$ cat src/hw/rtl/bto_pkg.sv
// shared types, codes and constants for the box table overlap query block
package bto_pkg;

  // table depth and register reset values
  localparam int DEFAULT_MAX_BOXES = 64;
  localparam logic [11:0] RAIL_W_RESET = 12'd384;
  localparam logic [11:0] RAIL_H_RESET = 12'd64;

  // doubled coordinate plus or minus a size fits in this many signed bits
  localparam int CMP_W = 27;

  // operation codes of an input item
  typedef enum logic [1:0] {
    FUNC_APPEND = 2'd0,
    FUNC_REMOVE = 2'd1,
    FUNC_CLEAR  = 2'd2,
    FUNC_QUERY  = 2'd3
  } func_t;

  // status codes of a result item
  typedef enum logic [1:0] {
    STAT_OK      = 2'd0,
    STAT_FULL    = 2'd1,
    STAT_NOMATCH = 2'd2
  } status_t;

  // configuration register indexes
  typedef enum logic {
    CFG_RAIL_W = 1'b0,
    CFG_RAIL_H = 1'b1
  } cfg_idx_t;

  // sequencer states
  typedef enum logic [1:0] {
    ST_IDLE  = 2'd0,
    ST_SCAN  = 2'd1,
    ST_SHIFT = 2'd2
  } state_t;

  // doubled probe edges, latched when an item is accepted
  typedef struct packed {
    logic signed [CMP_W-1:0] lo_x;
    logic signed [CMP_W-1:0] hi_x;
    logic signed [CMP_W-1:0] lo_y;
    logic signed [CMP_W-1:0] hi_y;
  } probe_t;

  // flags from the compare unit for the entry being examined
  typedef struct packed {
    logic equal;
    logic overlap;
  } cmp_res_t;

endpackage

$ cat src/hw/rtl/bto_store.sv
// box centre memory: one write port, one registered read port
module bto_store import bto_pkg::*; #(
  parameter int MAX_BOXES = DEFAULT_MAX_BOXES,
  parameter int AW = (MAX_BOXES > 1) ? $clog2(MAX_BOXES) : 1
) (
  input  logic                 clk,
  input  logic                 we,
  input  logic [AW-1:0]        waddr,
  input  logic signed [23:0]   wdata_x,
  input  logic signed [23:0]   wdata_y,
  input  logic [AW-1:0]        raddr,
  output logic signed [23:0]   rdata_x,
  output logic signed [23:0]   rdata_y
);

  logic [47:0] mem [MAX_BOXES];

  // write port
  always_ff @(posedge clk) begin
    if (we) begin
      mem[waddr] <= {wdata_x, wdata_y};
    end
  end

  // registered read port
  always_ff @(posedge clk) begin
    rdata_x <= mem[raddr][47:24];
    rdata_y <= mem[raddr][23:0];
  end

endmodule

$ cat src/hw/rtl/bto_cmp.sv
// shared compare unit: exact match and strict overlap against one stored box
module bto_cmp import bto_pkg::*; (
  input  logic signed [23:0] box_x,
  input  logic signed [23:0] box_y,
  input  logic signed [23:0] key_x,
  input  logic signed [23:0] key_y,
  input  probe_t             probe,
  input  logic [11:0]        rail_w,
  input  logic [11:0]        rail_h,
  output cmp_res_t           res
);

  logic signed [CMP_W-1:0] bx2;
  logic signed [CMP_W-1:0] by2;
  logic signed [CMP_W-1:0] bw;
  logic signed [CMP_W-1:0] bh;
  logic signed [CMP_W-1:0] bx_hi;
  logic signed [CMP_W-1:0] bx_lo;
  logic signed [CMP_W-1:0] by_hi;
  logic signed [CMP_W-1:0] by_lo;

  // doubled box edges
  always_comb begin
    bx2   = CMP_W'(box_x) <<< 1;
    by2   = CMP_W'(box_y) <<< 1;
    bw    = signed'(CMP_W'(rail_w));
    bh    = signed'(CMP_W'(rail_h));
    bx_hi = bx2 + bw;
    bx_lo = bx2 - bw;
    by_hi = by2 + bh;
    by_lo = by2 - bh;
  end

  // strict overlap on both axes, exact centre match
  assign res.overlap = (probe.lo_x < bx_hi) && (probe.hi_x > bx_lo) &&
                       (probe.lo_y < by_hi) && (probe.hi_y > by_lo);
  assign res.equal   = (box_x == key_x) && (box_y == key_y);

endmodule

$ cat src/hw/rtl/bto_ctrl.sv
// sequencer: table count, scan and shift-down, result registers
module bto_ctrl import bto_pkg::*; #(
  parameter int MAX_BOXES = DEFAULT_MAX_BOXES,
  parameter int AW = (MAX_BOXES > 1) ? $clog2(MAX_BOXES) : 1,
  parameter int CW = $clog2(MAX_BOXES + 1)
) (
  input  logic                clk,
  input  logic                rst,
  input  logic                start,
  output logic                busy,
  input  logic [1:0]          func,
  input  logic signed [23:0]  pos_x,
  input  logic signed [23:0]  pos_y,
  input  logic [11:0]         probe_w,
  input  logic [11:0]         probe_h,
  input  logic [22:0]         scroll_offset,
  input  logic [11:0]         rail_w,
  input  logic [11:0]         rail_h,
  output logic                mem_we,
  output logic [AW-1:0]       mem_waddr,
  output logic signed [23:0]  mem_wx,
  output logic signed [23:0]  mem_wy,
  output logic [AW-1:0]       mem_raddr,
  input  logic signed [23:0]  mem_rx,
  input  logic signed [23:0]  mem_ry,
  output logic signed [23:0]  key_x,
  output logic signed [23:0]  key_y,
  output probe_t              probe,
  input  cmp_res_t            cmp_res,
  output logic                done,
  output logic [1:0]          status,
  output logic                hit,
  output logic signed [24:0]  hit_x,
  output logic signed [23:0]  hit_y,
  output logic [11:0]         hit_w,
  output logic [11:0]         hit_h
);

  state_t                 state;
  state_t                 state_next;
  func_t                  op;
  logic [AW-1:0]          idx;
  logic [AW-1:0]          idx_next;
  logic [AW-1:0]          idx_inc;
  logic [CW-1:0]          count;
  logic [CW-1:0]          count_next;
  logic [22:0]            scroll;
  logic                   last;
  logic                   full;
  logic                   finish;
  status_t                res_status;
  logic                   res_hit;
  logic signed [24:0]     diff_x;
  logic signed [CMP_W-1:0] px2;
  logic signed [CMP_W-1:0] py2;

  assign busy    = (state != ST_IDLE);
  assign idx_inc = idx + AW'(1);
  assign last    = ((CW'(idx) + CW'(1)) == count);
  assign full    = (count >= CW'(MAX_BOXES));
  assign diff_x  = 25'(mem_rx) - signed'(25'(scroll));

  // doubled probe centre from the input ports
  always_comb begin
    px2 = CMP_W'(pos_x) <<< 1;
    py2 = CMP_W'(pos_y) <<< 1;
  end

  // item latch
  always_ff @(posedge clk) begin
    if (start && !busy) begin
      op         <= func_t'(func);
      key_x      <= pos_x;
      key_y      <= pos_y;
      scroll     <= scroll_offset;
      probe.lo_x <= px2 - signed'(CMP_W'(probe_w));
      probe.hi_x <= px2 + signed'(CMP_W'(probe_w));
      probe.lo_y <= py2 - signed'(CMP_W'(probe_h));
      probe.hi_y <= py2 + signed'(CMP_W'(probe_h));
    end
  end

  // control registers
  always_ff @(posedge clk) begin
    if (rst) begin
      state <= ST_IDLE;
      idx   <= '0;
      count <= '0;
      done  <= 1'b0;
    end else begin
      state <= state_next;
      idx   <= idx_next;
      count <= count_next;
      done  <= finish;
    end
  end

  // result registers
  always_ff @(posedge clk) begin
    if (finish) begin
      status <= res_status;
      hit    <= res_hit;
      hit_x  <= res_hit ? diff_x : '0;
      hit_y  <= res_hit ? mem_ry : '0;
      hit_w  <= res_hit ? rail_w : '0;
      hit_h  <= res_hit ? rail_h : '0;
    end
  end

  // next state, memory port and result selection
  always_comb begin
    state_next = state;
    idx_next   = idx;
    count_next = count;
    finish     = 1'b0;
    res_status = STAT_OK;
    res_hit    = 1'b0;
    mem_we     = 1'b0;
    mem_waddr  = count[AW-1:0];
    mem_wx     = pos_x;
    mem_wy     = pos_y;
    mem_raddr  = idx_inc;
    unique case (state)
      ST_IDLE: begin
        mem_raddr = '0;
        if (start) begin
          unique case (func_t'(func)) inside
            FUNC_APPEND: begin
              finish = 1'b1;
              if (full) begin
                res_status = STAT_FULL;
              end else begin
                mem_we     = 1'b1;
                count_next = count + CW'(1);
              end
            end
            FUNC_CLEAR: begin
              finish     = 1'b1;
              count_next = '0;
            end
            FUNC_REMOVE, FUNC_QUERY: begin
              if (count == '0) begin
                finish = 1'b1;
                if (func_t'(func) == FUNC_REMOVE) begin
                  res_status = STAT_NOMATCH;
                end
              end else begin
                idx_next   = '0;
                state_next = ST_SCAN;
              end
            end
            default: begin
              finish = 1'b0;
            end
          endcase
        end
      end
      ST_SCAN: begin
        if (op == FUNC_QUERY) begin
          if (cmp_res.overlap) begin
            finish     = 1'b1;
            res_hit    = 1'b1;
            state_next = ST_IDLE;
          end else if (last) begin
            finish     = 1'b1;
            state_next = ST_IDLE;
          end else begin
            idx_next = idx_inc;
          end
        end else begin
          if (cmp_res.equal) begin
            if (last) begin
              finish     = 1'b1;
              count_next = count - CW'(1);
              state_next = ST_IDLE;
            end else begin
              idx_next   = idx_inc;
              state_next = ST_SHIFT;
            end
          end else if (last) begin
            finish     = 1'b1;
            res_status = STAT_NOMATCH;
            state_next = ST_IDLE;
          end else begin
            idx_next = idx_inc;
          end
        end
      end
      ST_SHIFT: begin
        // move entry idx down one place
        mem_we    = 1'b1;
        mem_waddr = idx - AW'(1);
        mem_wx    = mem_rx;
        mem_wy    = mem_ry;
        if (last) begin
          finish     = 1'b1;
          count_next = count - CW'(1);
          state_next = ST_IDLE;
        end else begin
          idx_next = idx_inc;
        end
      end
      default: begin
        state_next = ST_IDLE;
      end
    endcase
  end

  // count stays within the table depth
  a_count_range: assert property (@(posedge clk) disable iff (rst)
    count <= CW'(MAX_BOXES))
    else $error("box count above table depth");

  // while scanning or shifting the index points at a valid entry
  a_idx_valid: assert property (@(posedge clk) disable iff (rst)
    busy |-> (CW'(idx) < count))
    else $error("scan index beyond box count");

  // a hit is only reported for a query
  a_hit_query: assert property (@(posedge clk) disable iff (rst)
    (done && hit) |-> (op == FUNC_QUERY))
    else $error("hit reported for a non-query item");

  // leaving the scan always delivers a result
  a_fall_done: assert property (@(posedge clk) disable iff (rst)
    $fell(busy) |-> done)
    else $error("scan ended without a result");

  // a successful remove shortens the table by one
  a_remove_count: assert property (@(posedge clk) disable iff (rst)
    (done && (op == FUNC_REMOVE) && (status == STAT_OK)) |->
      (count == $past(count) - CW'(1)))
    else $error("remove did not shorten the table");

endmodule

$ cat src/hw/rtl/box_table_overlap_query.sv
// top level of the box table overlap query block
// An item is taken when start is high and busy is low. Append and clear finish at once:
// the result strobe done is high in the cycle after the item is taken. Remove and query
// walk the table one entry per cycle through the single read port of the box memory; a
// query stops at its first overlap or after the last entry. A remove stops at a match, or
// reports no match after the last entry; after a match it shifts any later entries down,
// one per cycle. On an empty table both finish at once. The result strobe done is high
// for a single cycle, the result ports hold the result until the next one, and the
// receiver cannot hold it off. A new item may be taken in the same cycle as a result.
// The configuration channel is always ready; write rail_width and rail_height only while
// the block is idle.
module box_table_overlap_query import bto_pkg::*; #(
  parameter int MAX_BOXES = DEFAULT_MAX_BOXES
) (
  input  logic                clk,
  input  logic                rst,
  input  logic                start,
  output logic                busy,
  input  logic [1:0]          func,
  input  logic signed [23:0]  pos_x,
  input  logic signed [23:0]  pos_y,
  input  logic [11:0]         probe_w,
  input  logic [11:0]         probe_h,
  input  logic [22:0]         scroll_offset,
  input  logic                cfg_valid,
  output logic                cfg_ready,
  input  logic                cfg_index,
  input  logic [11:0]         cfg_data,
  output logic                done,
  output logic [1:0]          status,
  output logic                hit,
  output logic signed [24:0]  hit_x,
  output logic signed [23:0]  hit_y,
  output logic [11:0]         hit_w,
  output logic [11:0]         hit_h
);

  localparam int AW = (MAX_BOXES > 1) ? $clog2(MAX_BOXES) : 1;
  localparam int CW = $clog2(MAX_BOXES + 1);

  logic [11:0]        rail_w;
  logic [11:0]        rail_h;
  logic               mem_we;
  logic [AW-1:0]      mem_waddr;
  logic signed [23:0] mem_wx;
  logic signed [23:0] mem_wy;
  logic [AW-1:0]      mem_raddr;
  logic signed [23:0] mem_rx;
  logic signed [23:0] mem_ry;
  logic signed [23:0] key_x;
  logic signed [23:0] key_y;
  probe_t             probe;
  cmp_res_t           cmp_res;

  assign cfg_ready = 1'b1;

  // shared box size registers
  always_ff @(posedge clk) begin
    if (rst) begin
      rail_w <= RAIL_W_RESET;
      rail_h <= RAIL_H_RESET;
    end else if (cfg_valid && cfg_ready) begin
      unique case (cfg_idx_t'(cfg_index))
        CFG_RAIL_W: rail_w <= cfg_data;
        CFG_RAIL_H: rail_h <= cfg_data;
        default:    rail_w <= rail_w;
      endcase
    end
  end

  // box centre memory
  bto_store #(
    .MAX_BOXES (MAX_BOXES),
    .AW        (AW)
  ) u_store (
    .clk     (clk),
    .we      (mem_we),
    .waddr   (mem_waddr),
    .wdata_x (mem_wx),
    .wdata_y (mem_wy),
    .raddr   (mem_raddr),
    .rdata_x (mem_rx),
    .rdata_y (mem_ry)
  );

  // compare unit on the entry just read
  bto_cmp u_cmp (
    .box_x  (mem_rx),
    .box_y  (mem_ry),
    .key_x  (key_x),
    .key_y  (key_y),
    .probe  (probe),
    .rail_w (rail_w),
    .rail_h (rail_h),
    .res    (cmp_res)
  );

  // sequencer
  bto_ctrl #(
    .MAX_BOXES (MAX_BOXES),
    .AW        (AW),
    .CW        (CW)
  ) u_ctrl (
    .clk           (clk),
    .rst           (rst),
    .start         (start),
    .busy          (busy),
    .func          (func),
    .pos_x         (pos_x),
    .pos_y         (pos_y),
    .probe_w       (probe_w),
    .probe_h       (probe_h),
    .scroll_offset (scroll_offset),
    .rail_w        (rail_w),
    .rail_h        (rail_h),
    .mem_we        (mem_we),
    .mem_waddr     (mem_waddr),
    .mem_wx        (mem_wx),
    .mem_wy        (mem_wy),
    .mem_raddr     (mem_raddr),
    .mem_rx        (mem_rx),
    .mem_ry        (mem_ry),
    .key_x         (key_x),
    .key_y         (key_y),
    .probe         (probe),
    .cmp_res       (cmp_res),
    .done          (done),
    .status        (status),
    .hit           (hit),
    .hit_x         (hit_x),
    .hit_y         (hit_y),
    .hit_w         (hit_w),
    .hit_h         (hit_h)
  );

endmodule

$ cat config.mk
export PLATFORM = sky130hd
export DESIGN_NAME = box_table_overlap_query
export DESIGN_NICKNAME = d
export VERILOG_FILES = /design/src/hw/rtl/bto_pkg.sv /design/src/hw/rtl/bto_store.sv /design/src/hw/rtl/bto_cmp.sv /design/src/hw/rtl/bto_ctrl.sv /design/src/hw/rtl/box_table_overlap_query.sv
export SDC_FILE = /design/constraint.sdc
export NUM_CORES = 2
export LEC_CHECK = 0
export BUFFER_PORTS_ARGS = -buffer_cell sky130_fd_sc_hd__clkbuf_2
export CAP_MARGIN = 30
export CORE_MARGIN = 8
export CORE_UTILIZATION = 57
export CTS_BUF_LIST = sky130_fd_sc_hd__clkbuf_8
export CTS_CLUSTER_DIAMETER = 60
export DETAILED_ROUTE_END_ITERATION = 12
export GPL_TIMING_DRIVEN = 0
export PLACE_DENSITY_LB_ADDON = 0.08
export SLEW_MARGIN = 15
export SYNTH_ARGS = -nofsm -noshare
export SYNTH_HDL_FRONTEND = slang
export SYNTH_SLANG_ARGS = --single-unit
$ cat constraint.sdc
create_clock -name clk -period 26.7 [get_ports clk]
set_input_delay 4.005 -clock clk [delete_from_list [all_inputs] [get_ports clk]]
set_output_delay 4.005 -clock clk [all_outputs]
set_load 0.03 [all_outputs]
======== After elaboration in Yosys (flattened, before gate mapping) ========
Memories as Yosys holds them, arrays and structs flattened. A register that Yosys moved wholly into a read port is not among the register bits.
Index checks and enable logic that the tools add are counted.
Widths: inputs -> output; s select.
storage, ports and cells
  flip-flop bits (word level) ............. 297
  bits in latches ......................... 0
  bits in writable memories ............... 3072
  memory bits (read-only) ................. 0
  input port bits ......................... 114
  output and inout port bits .............. 79
  word-level logic and storage cells ...... 128
  memories kept ........................... 1
operators by class
  add/subtract/negate cells ............... 14
  multipliers ............................. 0
  divide/modulo/power cells ............... 0
  $lt $le $gt $ge ......................... 5
  equal/unequal tests ..................... 17
  shifts and indexed selects .............. 0
  mux-type cells .......................... 52
  bitwise logic cells ..................... 1
  reduce and logical (&&, ||, !) cells .... 18
memory list
  memory       depth  bits a word  read ports  clocked after memory_dff  write ports  line             text
  u_store.mem  64     48           1           1                         1            bto_store.sv:16  logic [47:0] mem [MAX_BOXES];
operators with widths
  operator             number
  $add 25x13->26       4
  $sub 25x13->26       4
  $gt 27x27->1         2
  $lt 27x27->1         2
  $eq 24x24->1         2
  $mux 24              2
  $mux 6               8
  $mux 7               5
  $mux 2               14
  $sub 24x24->25       1
  $pmux 7 s3           1
  $pmux 6 s3           1
  $mux 1               14
  $pmux 7 s2           1
  $ne 2x2->1 const B   5
  $eq 2x2->1 const B   4
  $pmux 2 s2           2
  $add 6x1->7 const B  1
  $add 7x1->7 const B  1
  $eq 7x7->1           1
  $ge 7x7->1 const B   1
  $logic_not 7->1      1
  $sub 7x1->7 const B  1
  $add 6x1->6 const B  1
  18 further kinds     28

======== Depth between registers and ports, before layout ========
  word-level depth ........................ 8
  mapped depth ............................ 22
  gate-level depth less buffers ........... 20

======== Modules after synthesis ========
Synthesis repeated with hierarchy kept, for this count alone.
second synthesis, totals
  cells, all modules ...................... 7126
  area, all modules ....................... 138534.1 um2
modules (own cells, without submodules)
  module                   times used  cells an instance  area each (um2)  seq. area each (um2)
  bto_store                1           4970               117143.6         93209.4
  bto_ctrl                 1           1270               14466.4          7857.5
  bto_cmp                  1           787                5880.6           0.0
  box_table_overlap_query  1           99                 1043.5           480.5

======== Least setup slack after synthesis ========
No wires, ideal clock.
  path kind ............................... input port to flip-flop
  from .................................... input port start
  to ...................................... register u_ctrl.hit (enable)
  setup time .............................. 0.647 ns
  data arrival time ....................... 14.249 ns
  required time ........................... 26.053 ns
  path slack .............................. 11.804 ns
  stages on the path ...................... 4
  buffers on the path ..................... 0
  cell sequence ........................... nand2_1 > inv_1 > nand2_1 > a311oi_1
between the ends
  word-level cells in the longest chain between the ends .. 2
RTL lines
  item                  line                           text
  start, declared       box_table_overlap_query.sv:17  input logic start,
  $mux 1                bto_ctrl.sv:126                if (start) begin
  $pmux 1 s3            bto_ctrl.sv:123                unique case (state)
  net u_ctrl.finish     bto_ctrl.sv:50                 logic finish;
  end signal, assigned  bto_ctrl.sv:102                hit <= res_hit;
  end, declared         bto_ctrl.sv:32                 output logic hit,
The timed path passes the listed nets, and every way through them passes these cells.
A chain may end at the register's enable or synchronous reset.

======== Worst setup path in the final report ========
  from .................................... register u_ctrl.idx[0]
  to ...................................... register u_store.rdata_y[19] (read register of u_store.mem)
between the ends
  word-level cells in the longest chain between the ends .. 2
RTL lines
  item                    line             text
  start, declared         bto_ctrl.sv:42   logic [AW-1:0] idx;
  start signal, assigned  bto_ctrl.sv:92   idx <= idx_next;
  $add 6x1->6             bto_ctrl.sv:58   assign idx_inc = idx + AW'(1);
  $mux 6                  bto_ctrl.sv:123
  end, declared           bto_store.sv:13  output logic signed [23:0] rdata_y
No other way between the ends.

==> reports/results.txt <==
Status: complete, no violations
Cell internal pwr: 8.382 mW
Critical Path RT: 27.60 ns
Reg2reg end: u_store.rdata_y[19]
Highest Clock Rate: 125.0 MHz
Number of flops mapped to enable cells by yosys: 3323
Row count: 182
Top-count cell post-synth: edfxtp_1
Top Family by Delay on Critical Path: buffers and inverters
Post-CTS Setup Repair Bufs: 0
Crit-path max FO: 10
Worst-path cell chain: clkbuf_1, clkbuf_2, clkbuf_1, clkbuf_1, inv_1, ha_1, nand2_1, clkbuf_1, clkbuf_2, clkbuf_1, a211oi_1, a21oi_1, a21oi_1, a211oi_2, a21oi_1
Die width: 511.3 µm
IO Pins: 193
CTS Root Cell: clkbuf_8
Final setup vio count: 0
Final-report hold violation count: 0
Average wire per standard cell: 34.11 µm
Clock period minus worst slack: 8.000 ns
Worst-skew pair later-pin latency: 1.14 ns
Largest net degree at the start of global routing: 98
Cell Pwr Density: 70.01 mW/mm²
Hold depth: 2
Worst Min Path Start: rail_w[3]
Worst slew margin: 0.2125
LEAKAGE: 51.27 nW
Worst reg2reg setup slack: 18.70 ns
Cts repair resizes: 0
Core Region: 0.2450 mm²
Synth unique cells: 87
Seq pwr share: 0.535
Synth Area per Inst: 17.19 µm²
Clock Skews: 0.09181 ns
Worst Max-Slew Pin Slew: 1.179 ns
Maximum vdd drop: 0.00005755 V
Switching share of power: 0.2533
Clock sinks: 3411
Post-DR vias/cell: 6.672
GRT Util Overall: 0.3239
H-tree depth: 6
Area contributors post-synth: edfxtp_1 71%, mux4_2 6.2%, a211oi_1 4.0%, mux2i_1 2.8%, o32ai_1 2.4%
Worst Path Arrival: 8.90 ns
RR Startpoint: u_ctrl.idx[0]
PortBufs: 190
Drt pass-1 iters: 6
Reg clk slew, reported paths: 0.07 ns
# fillers: 17040
Routed WL: 435500 µm
Area growth, synth to finish: 14.66%
Fin Setup TNS: 0 ns
Crit path kind: reg -> reg
Congestion Overflow GR: 0
CP Capture Type: flip-flop
Synthesized instance count: 8137
Routed Antenna Nets: 0
Hold EP: rail_w[3]
Num CTS Buffers: 568
FFs w/ async S/R, synth: 0
Initial Utilization: 0.5707
Die extent in y: 511.3 µm
Gp weighted congestion: 1.112
Sequential-to-total area share from yosys stat: 0.7262
# DRC: 0
Clock tree buffer depth: 4
Hpwl dp: 309100 µm
Antenna violations before repair: 39
DIE AREA: 0.2614 mm²
CTS tree: done
Share of cells above drive strength 1: 0.1837
Vias in the first global route: 82950
# Max-Cap Violations: 0
CP Launch Type: flip-flop
Top-area cell type share of the netlist area: 0.7136
Pins Over Slew Limit: 0
Top cells by count, synth: 3323 x edfxtp_1, 740 x a211oi_1, 537 x a21oi_1
Tcrit/Tclk final: 0.2996
Primary FF master, synth: edfxtp_1
Syn Nets: 8482
Yosys warning count: 0
RSZ-0062 raised after global routing: no
Final Net Count: 9469
Psw: 2.844 mW
Initial drt markers: 12150
First-pass GRT wire length: 606600 µm
Final Power: 11.23 mW
Max incr delay on CP: 0.97 ns
Slowest cell on crit path: a211oi_2
Via count: 85180
Post-Syn Area: 0.1398 mm²
Yosys top cell by area: edfxtp_1
Clock share of power: 0.372
CP bufs+invs: 8
Cts hold-fix bufs: 0
Combinational fraction of design power: 0.093
FF+latch count, synth: 3411
Reg2Reg Depth: 15
Hold WC Path Type: reg -> reg
Cell with the most instances on the worst path: clkbuf_1
[stage by stage]
step / instances / utilization / area (µm²) / worst slack (ns) / hold slack (ns)
after CTS: 12730 / 0.6539 / 160200 / 19.01 / 0.4862
after floorplan: 8137 / - / 139800 / 11.80 / 0.4536
after global placement: 11550 / 0.5910 / 144800 / 6.177 / 0.4797
after detailed placement: 11760 / 0.6134 / 150300 / 19.01 / 0.4743
final: 12770 / 0.6544 / 160300 / 18.70 / 0.4818
after global routing: 12740 / 0.6542 / 160300 / 18.83 / 0.5182
[cells in the final DEF (no fill, tap or decap), types with 222 or more instances in the layout]
cell      instances
mux4_2          384
clkbuf_2        222
o32ai_1         390
clkbuf_1        426
inv_1           334
clkbuf_8        580
edfxtp_1       3323
ha_1            222
mux2i_1         387
a21oi_1         537
a211oi_1        720
[power groups by stage]
stage	Clock, mW	Sequential, mW	Combinational, mW
after global routing	4.43	6.01	1.10
final	4.17	6.01	1.05
after floorplan	0	6.15	0.545
after global placement	0	6.15	0.944
after detailed placement	0	6.12	1.01
after CTS	4.21	6.01	1.02
[registers in the layout, summed over array words and instances (netlist names)]
signal / cells
u_store.mem: 3072
u_ctrl.probe: 102
u_ctrl.hit_x: 25
u_ctrl.hit_y: 24
u_ctrl.key_x: 24
u_ctrl.key_y: 24
u_store.rdata_x: 24
u_store.rdata_y: 24
u_ctrl.scroll: 23
rail_h: 12
rail_w: 12
u_ctrl.hit_h: 12
u_ctrl.hit_w: 12
u_ctrl.count: 7
u_ctrl.idx: 6
u_ctrl.op: 2
u_ctrl.state: 2
u_ctrl.status: 2
u_ctrl.done: 1
u_ctrl.hit: 1
[worst reg2reg max path: cells and delay by family (launching register included)]
kind            cells  cell delay [ns]
buf+inv             8             4.68
compound gates      5             2.02
flops               1             0.42
simple gates        1             0.28
fa+ha+maj           1             0.41
[cells by family after synthesis]
| family | share of synthesized area |
|---|---|
| adders and majority gates | 0.02115 |
| buffers and inverters | 0.02051 |
| AOI/OAI and AO/OA | 0.09684 |
| muxes | 0.09285 |
| xor gates and xnor gates | 0.01533 |
| and+or+nand+nor | 0.02710 |
| other | 0.00002682 |
| DFF | 0.7262 |
[routing by layer]
| metal | part of all wire | global-route usage | routed length (µm) | vias up |
|---|---|---|---|---|
| li1 | - | - | - | 35430 |
| met5 | 0.0013 | 0.006573 | 568 | - |
| met4 | 0.055 | 0.1540 | 23740 | 16 |
| met2 | 0.45 | 0.4905 | 195600 | 5226 |
| met3 | 0.11 | 0.08769 | 49230 | 956 |
| met1 | 0.38 | 0.4403 | 166300 | 43560 |
[final cells by class]
| class | count | area [µm²] | share of cell area |
|---|---|---|---|
| sequential | 3411 | 101500 | 0.6333 |
| multi-input combinational | 4006 | 36240 | 0.2260 |
| clock buffer | 580 | 7983 | 0.04979 |
| timing repair buffer | 417 | 5624 | 0.03508 |
| tap | 3220 | 4029 | 0.02513 |
| buffer | 556 | 2290 | 0.01428 |
| clock inverter | 383 | 1929 | 0.01203 |
| inverter | 164 | 623.1 | 0.003886 |
| antenna | 29 | 72.57 | 0.0004526 |
[how the worst max path moves through the flow]
stage / from / end / slack, ns / cells after the start
global placement: start / u_ctrl.hit_y[19] / 6.18 / 5
CTS: u_ctrl.idx[0] / u_store.rdata_y[4] / 19.01 / 15
global route: u_ctrl.idx[0] / u_store.rdata_y[7] / 18.83 / 15
floorplan: start / u_ctrl.hit / 11.80 / 4
detailed placement: u_ctrl.idx[0] / u_store.rdata_y[4] / 19.01 / 15
finish: u_ctrl.idx[0] / u_store.rdata_y[19] / 18.70 / 15
Note: power is estimated with default switching activity, not from simulation.
